--- src/hw/rtl/sq_pkg.sv ---
`timescale 1ns / 1ps

package sq_pkg;

    localparam int DEPTH       = 8;
    localparam int MAX_RESULTS = 8;
    localparam int PTR_W       = (DEPTH > 1) ? $clog2(DEPTH) : 1;
    localparam int CNT_W       = $clog2(DEPTH + 1);
    localparam int HIT_W       = $clog2(MAX_RESULTS + 1);
    localparam int WALK_CAP    = (MAX_RESULTS < DEPTH) ? MAX_RESULTS : DEPTH;

    localparam logic [2:0] MODE_DUMP   = 3'd0;
    localparam logic [2:0] MODE_PUSH   = 3'd1;
    localparam logic [2:0] MODE_POP    = 3'd2;
    localparam logic [2:0] MODE_SEARCH = 3'd3;
    localparam logic [2:0] MODE_CLEAR  = 3'd4;

    localparam logic [1:0] ST_OK       = 2'd0;
    localparam logic [1:0] ST_FULL     = 2'd1;
    localparam logic [1:0] ST_EMPTY    = 2'd2;
    localparam logic [1:0] ST_NOTFOUND = 2'd3;

    typedef struct packed {
        logic [2:0]         mode;
        logic signed [31:0] value;
    } sq_in_t;

    typedef struct packed {
        logic [1:0]         status;
        logic [2:0]         position;
        logic signed [31:0] entry;
        logic               last;
    } sq_out_t;

    typedef struct packed {
        logic walk_start;
        logic walk_search;
        logic walk_step;
        logic pop_issue;
        logic pop_finish;
        logic push;
        logic clear;
        logic emit_full;
        logic emit_empty;
        logic flush;
    } sq_cmd_t;

    typedef struct packed {
        logic empty;
        logic full;
        logic walk_end;
    } sq_stat_t;

    // ring pointer plus offset, offset at most DEPTH
    function automatic logic [PTR_W-1:0] ring_add(logic [PTR_W-1:0] base,
                                                  logic [CNT_W-1:0] off);
        logic [CNT_W:0] total;
        total = (CNT_W + 1)'(base) + (CNT_W + 1)'(off);
        if (total >= (CNT_W + 1)'(DEPTH))
        begin
            total = total - (CNT_W + 1)'(DEPTH);
        end
        return total[PTR_W-1:0];
    endfunction

    function automatic logic [2:0] to_pos(logic [CNT_W-1:0] idx);
        logic [CNT_W+2:0] wide;
        wide = (CNT_W + 3)'(idx);
        return wide[2:0];
    endfunction

endpackage

--- src/hw/rtl/sq_ram.sv ---
`timescale 1ns / 1ps

module sq_ram #(
    parameter int WIDTH = 32,
    parameter int DEPTH = 8
) (
    input  logic                                      clk,
    input  logic                                      we,
    input  logic [((DEPTH > 1) ? $clog2(DEPTH) : 1)-1:0] waddr,
    input  logic [WIDTH-1:0]                          wdata,
    input  logic [((DEPTH > 1) ? $clog2(DEPTH) : 1)-1:0] raddr,
    output logic [WIDTH-1:0]                          rdata
);

    logic [WIDTH-1:0] mem [DEPTH];

    always_ff @(posedge clk)
    begin
        if (we)
        begin
            mem[waddr] <= wdata;
        end
        rdata <= mem[raddr];
    end

endmodule

--- src/hw/rtl/sq_ctrl.sv ---
`timescale 1ns / 1ps

module sq_ctrl (
    input  logic              clk,
    input  logic              rst_n,
    input  logic              start,
    input  sq_pkg::sq_in_t    item,
    input  sq_pkg::sq_stat_t  stat,
    output logic              busy,
    output sq_pkg::sq_cmd_t   cmd
);

    localparam logic [1:0] S_IDLE  = 2'd0;
    localparam logic [1:0] S_WALK  = 2'd1;
    localparam logic [1:0] S_POP   = 2'd2;
    localparam logic [1:0] S_FLUSH = 2'd3;

    logic [1:0] state_reg, state_next;
    logic       search_reg, search_next;

    assign busy = (state_reg != S_IDLE);

    always_comb
    begin
        state_next  = state_reg;
        search_next = search_reg;
        cmd         = '0;
        unique case (state_reg)
            S_IDLE:
            begin
                if (start)
                begin
                    unique case (item.mode)
                        sq_pkg::MODE_DUMP, sq_pkg::MODE_SEARCH:
                        begin
                            if (stat.empty)
                            begin
                                cmd.emit_empty = 1'b1;
                            end
                            else
                            begin
                                cmd.walk_start  = 1'b1;
                                cmd.walk_search = (item.mode == sq_pkg::MODE_SEARCH);
                                search_next     = (item.mode == sq_pkg::MODE_SEARCH);
                                state_next      = S_WALK;
                            end
                        end
                        sq_pkg::MODE_PUSH:
                        begin
                            if (stat.full)
                            begin
                                cmd.emit_full = 1'b1;
                            end
                            else
                            begin
                                cmd.push = 1'b1;
                            end
                        end
                        sq_pkg::MODE_POP:
                        begin
                            if (stat.empty)
                            begin
                                cmd.emit_empty = 1'b1;
                            end
                            else
                            begin
                                cmd.pop_issue = 1'b1;
                                state_next    = S_POP;
                            end
                        end
                        sq_pkg::MODE_CLEAR:
                        begin
                            cmd.clear = 1'b1;
                        end
                        default:
                        begin
                        end
                    endcase
                end
            end
            S_WALK:
            begin
                cmd.walk_step = 1'b1;
                if (stat.walk_end)
                begin
                    state_next = search_reg ? S_FLUSH : S_IDLE;
                end
            end
            S_POP:
            begin
                cmd.pop_finish = 1'b1;
                state_next     = S_IDLE;
            end
            S_FLUSH:
            begin
                cmd.flush  = 1'b1;
                state_next = S_IDLE;
            end
            default:
            begin
                state_next = S_IDLE;
            end
        endcase
    end

    always_ff @(posedge clk or negedge rst_n)
    begin
        if (!rst_n)
        begin
            state_reg  <= S_IDLE;
            search_reg <= 1'b0;
        end
        else
        begin
            state_reg  <= state_next;
            search_reg <= search_next;
        end
    end

endmodule

--- src/hw/rtl/sq_datapath.sv ---
`timescale 1ns / 1ps

module sq_datapath (
    input  logic              clk,
    input  logic              rst_n,
    input  sq_pkg::sq_cmd_t   cmd,
    input  sq_pkg::sq_in_t    item,
    output sq_pkg::sq_stat_t  stat,
    output logic              strobe,
    output sq_pkg::sq_out_t   result
);

    localparam int PW = sq_pkg::PTR_W;
    localparam int CW = sq_pkg::CNT_W;
    localparam int HW = sq_pkg::HIT_W;

    logic [CW-1:0]      count_reg, count_next;
    logic [PW-1:0]      head_reg, head_next;
    logic [CW-1:0]      iss_reg, iss_next;
    logic [CW-1:0]      proc_reg, proc_next;
    logic               rvalid_reg, rvalid_next;
    logic               search_reg, search_next;
    logic signed [31:0] key_reg, key_next;
    logic [HW-1:0]      hits_reg, hits_next;
    logic               pend_valid_reg, pend_valid_next;
    logic [2:0]         pend_pos_reg, pend_pos_next;
    logic signed [31:0] pend_entry_reg, pend_entry_next;
    logic               res_valid_reg, res_valid_next;
    sq_pkg::sq_out_t    res_reg, res_next;

    logic               ram_we;
    logic [PW-1:0]      ram_waddr;
    logic [PW-1:0]      ram_raddr;
    logic [31:0]        ram_rdata;
    logic signed [31:0] rd_entry;
    logic [CW-1:0]      lim;
    logic               hit;
    logic               hit_cap;

    sq_ram #(
        .WIDTH (32),
        .DEPTH (sq_pkg::DEPTH)
    ) u_ram (
        .clk   (clk),
        .we    (ram_we),
        .waddr (ram_waddr),
        .wdata (item.value),
        .raddr (ram_raddr),
        .rdata (ram_rdata)
    );

    assign rd_entry  = ram_rdata;
    assign ram_we    = cmd.push;
    assign ram_waddr = sq_pkg::ring_add(head_reg, count_reg);
    assign ram_raddr = (cmd.walk_start || cmd.pop_issue) ? head_reg
                                                        : sq_pkg::ring_add(head_reg, iss_reg);

    // dump reports at most the result cap, search scans every entry until the hit cap
    assign lim = (search_reg || count_reg <= CW'(sq_pkg::WALK_CAP)) ? count_reg
                                                                    : CW'(sq_pkg::WALK_CAP);
    assign hit     = search_reg && (rd_entry == key_reg);
    assign hit_cap = hit && (hits_reg == HW'(sq_pkg::MAX_RESULTS - 1));

    assign stat.empty    = (count_reg == '0);
    assign stat.full     = (count_reg == CW'(sq_pkg::DEPTH));
    assign stat.walk_end = rvalid_reg && ((proc_reg == lim - CW'(1)) || hit_cap);

    assign strobe = res_valid_reg;
    assign result = res_reg;

    always_comb
    begin
        count_next      = count_reg;
        head_next       = head_reg;
        iss_next        = iss_reg;
        proc_next       = proc_reg;
        rvalid_next     = 1'b0;
        search_next     = search_reg;
        key_next        = key_reg;
        hits_next       = hits_reg;
        pend_valid_next = pend_valid_reg;
        pend_pos_next   = pend_pos_reg;
        pend_entry_next = pend_entry_reg;
        res_valid_next  = 1'b0;
        res_next        = res_reg;

        if (cmd.emit_empty)
        begin
            res_valid_next = 1'b1;
            res_next       = '{sq_pkg::ST_EMPTY, 3'd0, 32'sd0, 1'b1};
        end
        if (cmd.emit_full)
        begin
            res_valid_next = 1'b1;
            res_next       = '{sq_pkg::ST_FULL, 3'd0, 32'sd0, 1'b1};
        end
        if (cmd.clear)
        begin
            count_next     = '0;
            head_next      = '0;
            res_valid_next = 1'b1;
            res_next       = '{sq_pkg::ST_OK, 3'd0, 32'sd0, 1'b1};
        end
        if (cmd.push)
        begin
            count_next     = count_reg + CW'(1);
            res_valid_next = 1'b1;
            res_next       = '{sq_pkg::ST_OK, sq_pkg::to_pos(count_reg), item.value, 1'b1};
        end
        if (cmd.pop_finish)
        begin
            count_next     = count_reg - CW'(1);
            head_next      = sq_pkg::ring_add(head_reg, CW'(1));
            res_valid_next = 1'b1;
            res_next       = '{sq_pkg::ST_OK, 3'd0, rd_entry, 1'b1};
        end
        if (cmd.walk_start)
        begin
            search_next     = cmd.walk_search;
            key_next        = item.value;
            iss_next        = CW'(1);
            proc_next       = '0;
            rvalid_next     = 1'b1;
            hits_next       = '0;
            pend_valid_next = 1'b0;
        end
        if (cmd.walk_step)
        begin
            if (iss_reg < lim)
            begin
                iss_next    = iss_reg + CW'(1);
                rvalid_next = 1'b1;
            end
            if (rvalid_reg)
            begin
                proc_next = proc_reg + CW'(1);
                if (!search_reg)
                begin
                    res_valid_next = 1'b1;
                    res_next       = '{sq_pkg::ST_OK, sq_pkg::to_pos(proc_reg), rd_entry,
                                       stat.walk_end};
                end
                else if (hit)
                begin
                    // a match is held back until the next one shows it was not the last
                    if (pend_valid_reg)
                    begin
                        res_valid_next = 1'b1;
                        res_next       = '{sq_pkg::ST_OK, pend_pos_reg, pend_entry_reg, 1'b0};
                    end
                    pend_valid_next = 1'b1;
                    pend_pos_next   = sq_pkg::to_pos(proc_reg);
                    pend_entry_next = rd_entry;
                    hits_next       = hits_reg + HW'(1);
                end
            end
        end
        if (cmd.flush)
        begin
            res_valid_next  = 1'b1;
            pend_valid_next = 1'b0;
            if (pend_valid_reg)
            begin
                res_next = '{sq_pkg::ST_OK, pend_pos_reg, pend_entry_reg, 1'b1};
            end
            else
            begin
                res_next = '{sq_pkg::ST_NOTFOUND, 3'd0, 32'sd0, 1'b1};
            end
        end
    end

    always_ff @(posedge clk or negedge rst_n)
    begin
        if (!rst_n)
        begin
            count_reg      <= '0;
            head_reg       <= '0;
            iss_reg        <= '0;
            proc_reg       <= '0;
            rvalid_reg     <= 1'b0;
            search_reg     <= 1'b0;
            hits_reg       <= '0;
            pend_valid_reg <= 1'b0;
            res_valid_reg  <= 1'b0;
        end
        else
        begin
            count_reg      <= count_next;
            head_reg       <= head_next;
            iss_reg        <= iss_next;
            proc_reg       <= proc_next;
            rvalid_reg     <= rvalid_next;
            search_reg     <= search_next;
            hits_reg       <= hits_next;
            pend_valid_reg <= pend_valid_next;
            res_valid_reg  <= res_valid_next;
        end
    end

    always_ff @(posedge clk)
    begin
        key_reg        <= key_next;
        pend_pos_reg   <= pend_pos_next;
        pend_entry_reg <= pend_entry_next;
        res_reg        <= res_next;
    end

endmodule

--- src/hw/rtl/search_queue_top.sv ---
`timescale 1ns / 1ps
// Bounded FIFO of signed 32-bit words with a linear search.
// Command channel: item (mode, value) is taken on a rising edge with start high
// and busy low. Modes: dump, push, pop, search, clear; unused modes are taken
// and dropped without a result.
// Result channel: strobe marks result (status, position, entry, last) for one
// cycle; the receiver cannot stall, so every result must be taken as shown.
// last is set on the final result of each command.
// Timing: push, clear and the full/empty replies appear the cycle after the
// transfer; a pop reads the RAM and replies from the S_POP state. Dump and
// search read the ring buffer RAM one entry per cycle through its single
// registered read port: dump results follow the RAM read, one per cycle; a
// search match is reported one match later, the final one after a flush state.
// Throughput: push and clear every cycle; pop, dump and search hold busy
// high through their states, so no new command is taken until they end.
// A new command may be taken while a result is on the result ports.
// Reset empties the queue; entry storage is not cleared and needs no sweep.

module search_queue_top (
    input  logic             clk,
    input  logic             rst_n,
    input  logic             start,
    output logic             busy,
    input  sq_pkg::sq_in_t   item,
    output logic             strobe,
    output sq_pkg::sq_out_t  result
);

    sq_pkg::sq_cmd_t  cmd;
    sq_pkg::sq_stat_t stat;

    sq_ctrl u_ctrl (
        .clk   (clk),
        .rst_n (rst_n),
        .start (start),
        .item  (item),
        .stat  (stat),
        .busy  (busy),
        .cmd   (cmd)
    );

    sq_datapath u_datapath (
        .clk    (clk),
        .rst_n  (rst_n),
        .cmd    (cmd),
        .item   (item),
        .stat   (stat),
        .strobe (strobe),
        .result (result)
    );

    a_err_last: assert property (@(posedge clk) disable iff (!rst_n)
        strobe && (result.status != sq_pkg::ST_OK) |-> result.last)
        else $error("error status without last");

    a_err_fields: assert property (@(posedge clk) disable iff (!rst_n)
        strobe && (result.status != sq_pkg::ST_OK)
            |-> (result.position == 3'd0) && (result.entry == 32'sd0))
        else $error("error result carries data");

    a_push_reply: assert property (@(posedge clk) disable iff (!rst_n)
        start && !busy && (item.mode == sq_pkg::MODE_PUSH) |=> strobe && result.last)
        else $error("push gave no reply");

    a_clear_reply: assert property (@(posedge clk) disable iff (!rst_n)
        start && !busy && (item.mode == sq_pkg::MODE_CLEAR)
            |=> strobe && (result.status == sq_pkg::ST_OK) && !busy)
        else $error("clear reply missing");

endmodule

--- config.mk ---
export PLATFORM = sky130hd
export DESIGN_NAME = search_queue_top
export DESIGN_NICKNAME = d
export VERILOG_FILES = /design/src/hw/rtl/sq_pkg.sv /design/src/hw/rtl/sq_ram.sv /design/src/hw/rtl/sq_ctrl.sv /design/src/hw/rtl/sq_datapath.sv /design/src/hw/rtl/search_queue_top.sv
export SDC_FILE = /design/constraint.sdc
export NUM_CORES = 1
export LEC_CHECK = 0
export BUFFER_PORTS_ARGS = -buffer_cell sky130_fd_sc_hd__buf_4
export CORE_ASPECT_RATIO = 1.25
export CORE_UTILIZATION = 54
export DETAILED_ROUTE_END_ITERATION = 8
export HOLD_SLACK_MARGIN = 0.05
export PLACE_DENSITY = 0.71
export RECOVER_POWER = 25
export SYNTH_ARGS = -nofsm -noshare
export SYNTH_HDL_FRONTEND = slang
export SYNTH_SLANG_ARGS = --single-unit
--- constraint.sdc ---
create_clock -name clk -period 9.2 [get_ports clk]
set_clock_uncertainty 0.1 [all_clocks]
set_input_delay 0.92 -clock clk [delete_from_list [all_inputs] [get_ports clk]]
set_output_delay 0.92 -clock clk [all_outputs]
set_load 0.005 [all_outputs]
Word-level counts from Yosys, hierarchy flattened
Memory sizes are Yosys's and may differ from the RTL's. A register that Yosys moved wholly into a read port is not among the register bits.
Index checks and enable logic that the tools add are counted.
Widths: inputs -> output; s select.
Word-level totals
  bits in registers: 131
  RAM bits: 256
  bits of input ports: 38
  output and inout port bits: 40
  word-level logic and storage cells: 153
  memories: 1
Memory list
  u_datapath.u_ram.mem: words 8, width 32, rd ports 1, clocked after Yosys merged registers in 1, write ports 1, line sq_ram.sv:15  | logic [WIDTH-1:0] mem [DEPTH];
Operators by class
  add/sub/neg operators: 12
  $lt $le $gt $ge: 5
  equality and inequality tests: 16
  mux-type cells: 82
  bitwise logic cells: 1
  reductions and logical operators: 18
Operators with widths (number)
  $mux 38: 12
  $mux 4: 17
  $mux 1: 36
  $eq 32x32->1: 1
  $mux 2: 9
  $mux 3: 6
  $add 4x1->4 const B: 4
  $add 3x4->5: 2
  $ge 5x4->1 const B: 2
  $ne 3x3->1 const B: 3
  $sub 3x1->3 const B: 3
  $reduce_and 4->1: 2
  $sub 4x1->4 const B: 2
  $eq 3x2->1 const B: 2
  $pmux 2 s3: 1
  $reduce_and 5->1: 1
  $add 3x1->4 const B: 1
  $eq 2x2->1 const B: 2
  $eq 4x3->1 const B: 1
  $eq 4x4->1: 1
  $eq 4x4->1 const B: 1
  $ge 4x4->1 const B: 1
  $le 4x4->1 const B: 1
  $logic_not 4->1: 1
  15 further kinds: 22

Longest topological paths before layout
  word-level depth: 16
  mapped depth: 12
  gate-level depth less buffers: 10

Cells and area by module
From an unflattened synthesis, not the netlist that was laid out.
Unflattened totals
  cell total of the unflattened synthesis: 1099
  area total of the unflattened synthesis: 17407.9 um^2
Modules (own cells, without submodules)
  sq_ram: instances 1, cells each 415, area an instance 10466.3 um^2, seq. area each 8328.0 um^2
  sq_datapath: instances 1, cells each 654, area an instance 6687.7 um^2, seq. area each 3348.2 um^2
  sq_ctrl: instances 1, cells each 30, area an instance 254.0 um^2, seq. area each 75.1 um^2

Least setup slack after synthesis
No wires, ideal clock.
  path type: input to register
  from: input port item[34] (netlist name)
  to: memory u_datapath.u_ram.mem[0][0], enable pin
  setup time: 0.501 ns
  arrival time: 4.993 ns
  required time: 8.599 ns
  setup slack: 3.606 ns
  cell stages on the path: 5
  path buffers: 1
  cell sequence: clkbuf_1 nor4b_2 and2_1 nand2_1 nor4_1
On the way
  longest elaborated chain between the ends: 6
Ends and longest elaborated chain
  start, declared: line search_queue_top.sv:24  | input sq_pkg::sq_in_t item,
  $eq 3x1->1: line sq_ctrl.sv:33  | unique case (item.mode)
  $mux 1: line sq_ctrl.sv:33
  $mux 4: line sq_ctrl.sv:31  | if (start)
  $mux 4: line sq_ctrl.sv:28  | unique case (state_reg)
  $mux 1: line sq_ram.sv:19  | if (we)
  $mux 1 (not written as such): line sq_ram.sv:21  | mem[waddr] <= wdata;
  end, declared: line sq_ram.sv:15
No other way between the ends.

Worst setup path in the final report
  from: register u_datapath.count_reg[0]
  to: register u_datapath.u_ram.rdata[19] (read register of u_datapath.u_ram.mem)
On the way
  longest elaborated chain between the ends: 7
  elaborated cells on any way between the ends: 11
  those cells by class: 9 x mux; 2 x reduce/logical
Ends and longest elaborated chain
  start, declared: line sq_datapath.sv:17  | logic [CW-1:0] count_reg, count_next;
  start signal, assigned: line sq_datapath.sv:189  | count_reg <= count_next;
  $logic_not 4->1 (*): line sq_datapath.sv:64  | assign stat.empty = (count_reg == '0);
  $mux 2 or $mux 1 (tied branches): line sq_ctrl.sv:36, sq_ctrl.sv:61
  $mux 2 or $mux 1 (tied branches): line sq_ctrl.sv:33
  $mux 2 or $mux 1 (tied branches): line sq_ctrl.sv:31
  $mux 2 or $mux 1 (tied branches): line sq_ctrl.sv:28
  $logic_or 1x1->1 (*): line sq_datapath.sv:55  | assign ram_raddr = (cmd.walk_start || cmd.pop_issue) ? head_reg
  $mux 3 (*): line sq_datapath.sv:55
  end, declared: line sq_ram.sv:12  | output logic [WIDTH-1:0] rdata
Every way passes the cells marked *; elsewhere a longest branch is shown, timed or not.
A chain may end at the register's enable or synchronous reset.

==> flow_metrics.tcl <==
set metrics [dict create \
    run_status "complete, but fails checks" \
    failed_checks "capacitance limit" \
    chipHeight_um 202 \
    ir_worst_vdd_uv 344 \
    num_io_pins 78 \
    total_power_mw 7.30 \
    wirelength_um 42100 \
    pwr-share-comb 0.402 \
    cp.buffers_inverters 3 \
    cts_setup_buffers 0 \
    crit_required_ns 9.53 \
    p_leak_nw 6.94 \
    final.min_clock_period_ns 4.48 \
    synth_seq_cells 419 \
    clkLatencyLatePin_ns 0.54 \
    intPower_mw 4.59 \
    seq_area_frac_synth 0.683 \
    detailroute.via_count 11003 \
    syn2layout_area_growth_pct 13.9 \
    coreArea_um2 31200 \
    critical_path.endpoint_type "flip-flop" \
    cts_tree "yes" \
    via_per_inst 6.38 \
    drtIter0Drc 990 \
    die_area_um2 32600 \
    crit_path_cell_trace "inv_1, ha_1, or3b_1, and3_1, mux2i_4, buf_4, buf_4, mux2_2, o22ai_1, nor2_1" \
    crit_type "reg -> reg" \
    tritoncts_num_sinks 419 \
    post_drt_antenna_nets 0 \
    finalSetupViolCount 0 \
    clkTransAtPathRegs_ns 0.06 \
    netlist_area_um2 17200 \
    portBuffers 77 \
    grt_setup_unrepaired "false" \
    synth.yosys.warnings 0 \
    grt_max_degree 73 \
    largest_register_ffs 256 \
    post-dp-hpwl_um 23300 \
    worst-slew-pin-transition_ns 1.49 \
    crit_slowest_cell "buf_4" \
    net-switching-power_mw 2.71 \
    clock_path_buffers 3 \
    grt_pass1_wl_um 64300 \
    layout-drive-gt1-share 0.169 \
    final_net_count 1336 \
    fmaxAchievable_ghz 0.223 \
    timing.critical_path.max_delay_family "buffers and inverters" \
    registers.top_by_ff_count "u_datapath.u_ram.mem" \
    postSynth.asyncResetShare 0.0621 \
    clock_tree.root_cell "clkbuf_16" \
    detail_route.wl_per_cell_um 24.4 \
    final-max-slew-violation-count 0 \
    post_cts_resize_count 0 \
    ys.flop_type "edfxtp_1" \
    h_tree_level_count 2 \
    final_estimated_routing_congestion_in_global_placement 0.843 \
    critPathMostFrequentCell "buf_4" \
    postSynthCellCount 1220 \
    overflow 0 \
    worstPathMaxFanout 72 \
    net_count_after_synthesis 1272 \
    timing.critical_path.arrival_ns 4.80 \
    hp-class "reg -> reg" \
    antenna_found_initial 0 \
    power_switching_share 0.371 \
    final_min_period_over_clock_period 0.487 \
    grt_pass1_vias 10896 \
    crit_path_start_kind "flip-flop" \
    drc 0 \
    fp.dieW_um 162 \
    effective_utilization_at_floorplan 0.552 \
    max_cap_violations 1 \
    detail_route.first_pass.iterations 5 \
    timing.setup.tns_ns 0 \
    final-hold-violation-count 0 \
    number_of_different_library_cells_in_the_post_synthesis_netlist 66 \
    cp_slowest_stage_delay_ns 0.88 \
    p_clk_frac 0.241 \
    tritoncts.num_buffers 41 \
    max-slew-margin-rel 0.00842 \
    rows 72 \
    synth-edff-count 323 \
    p_per_area_nw_per_um2 372 \
    avgSynthCellArea_um2 14.1 \
    track_usage 0.262 \
    num_antenna_cells 0 \
    share_seq_of_total_power 0.357 \
    post_cts_hold_buffer_count 0 \
]
## layout by cell type, fill, tap and decap left out, types with 35 or more instances in the layout
cell type  synthesis  final
o21ai_0           50     50
clkbuf_16          0     44
edfxtp_1         323    323
dfxtp_1           70     70
a21oi_1           48     47
mux2_2            56     56
buf_4              9     81
a32oi_1           36     35
nand2_1           96     96
nor2_1            54     49
## power by group through the flow
stage          clock [mW]  sequential (mW)  combinational (mW)
6_report             1.76             2.61                2.93
5_1_grt              1.85             2.63                3.18
3_5_place_dp            0             2.64                2.92
3_3_place_gp            0             2.63                2.84
4_1_cts              1.77             2.60                2.95
2_1_floorplan           0             2.53                2.04
## cells by family after synthesis
family	Yosys count	synth area share
compound gates	299	0.125
xor+xnor	46	0.0234
fa+ha+maj	14	0.0111
buf+inv	95	0.0251
flops	419	0.683
mux	101	0.0636
simple gates	246	0.0683
## per-layer routing
metal | track usage | share of wire | vias to the layer above | wire length [µm]
li1 | - | - | 4873 | -
met1 | 0.331 | 0.40 | 5548 | 16800
met2 | 0.453 | 0.50 | 481 | 21100
met3 | 0.0454 | 0.072 | 101 | 3030
met4 | 0.0903 | 0.029 | 0 | 1220
met5 | 0 | 0 | - | 0
## worst register-to-register path: cells and delay by family, from the launching register on
kind / cells / cell delay, ns
and+or+nand+nor: 3 / 0.73
AOI/OAI and AO/OA: 1 / 0.18
muxes: 2 / 0.76
adders and majority gates: 1 / 0.28
buffers and inverters: 3 / 1.69
DFF: 1 / 0.61
## cells in the mapped netlist, types with 6 or more instances
| library cell | number | area, µm² |
|---|---|---|
| buf_2 | 14 | 70.1 |
| nor3_1 | 9 | 45.0 |
| buf_4 | 9 | 67.6 |
| xor2_1 | 33 | 289 |
| o21ai_0 | 50 | 250 |
| and3_1 | 34 | 213 |
| a21oi_1 | 48 | 240 |
| dfrtp_1 | 26 | 651 |
| a221oi_1 | 34 | 298 |
| nand4_1 | 6 | 37.5 |
| ha_1 | 12 | 150 |
| a32oi_1 | 36 | 315 |
| clkbuf_1 | 52 | 195 |
| a32o_1 | 32 | 320 |
| mux2_1 | 10 | 113 |
| a21o_1 | 32 | 240 |
| dfxtp_1 | 70 | 1400 |
| mux2i_1 | 35 | 350 |
| nand3_1 | 9 | 45.0 |
| xnor2_1 | 13 | 114 |
| inv_1 | 13 | 48.8 |
| edfxtp_1 | 323 | 9700 |
| o22ai_1 | 34 | 213 |
| nor2_1 | 54 | 203 |
| nand2_1 | 96 | 360 |
| mux2_2 | 56 | 631 |
| nor4_1 | 9 | 56.3 |
## final timing paths
check	start	endpoint	slack, ns	cells after the start
setup / recovery	u_datapath.count_reg[0]	u_datapath.u_ram.rdata[19]	4.72	10
hold / removal	u_datapath.u_ram.rdata[25]	u_datapath.pend_entry_reg[25]	0.42	0
setup reg to reg	u_datapath.count_reg[0]	u_datapath.u_ram.rdata[19]	4.72	10
hold reg to reg	u_datapath.u_ram.rdata[25]	u_datapath.pend_entry_reg[25]	0.42	0
max in group asynchronous	rst_n	u_datapath.pend_valid_reg	7.40	1
min in group asynchronous	rst_n	u_ctrl.state_reg[1]	0.62	1
## cell type report
| cell class | instances | area, µm² |
|---|---|---|
| tap | 407 | 509 |
| timing repair buffer | 101 | 683 |
| inverter | 15 | 56.3 |
| fill | 2353 | 11600 |
| multi-input combinational | 706 | 5160 |
| clock buffer | 57 | 1170 |
| sequential | 419 | 11800 |
| clock inverter | 19 | 250 |
## through the flow
stage / hold WS, ns / setup slack [ns] / instance area, µm² / std cells / utilization
after global routing: 0.431 / 4.43 / 19600 / 1724 / 0.628
after floorplan: 0.358 / 3.61 / 17200 / 1220 / -
after global placement: 0.379 / 4.54 / 18200 / 1648 / 0.585
after CTS: 0.191 / 4.73 / 19700 / 1724 / 0.631
after detailed placement: 0.396 / 4.45 / 18200 / 1648 / 0.585
final: 0.419 / 4.72 / 19600 / 1724 / 0.628
No activity file was read; power rests on OpenSTA's default activity.
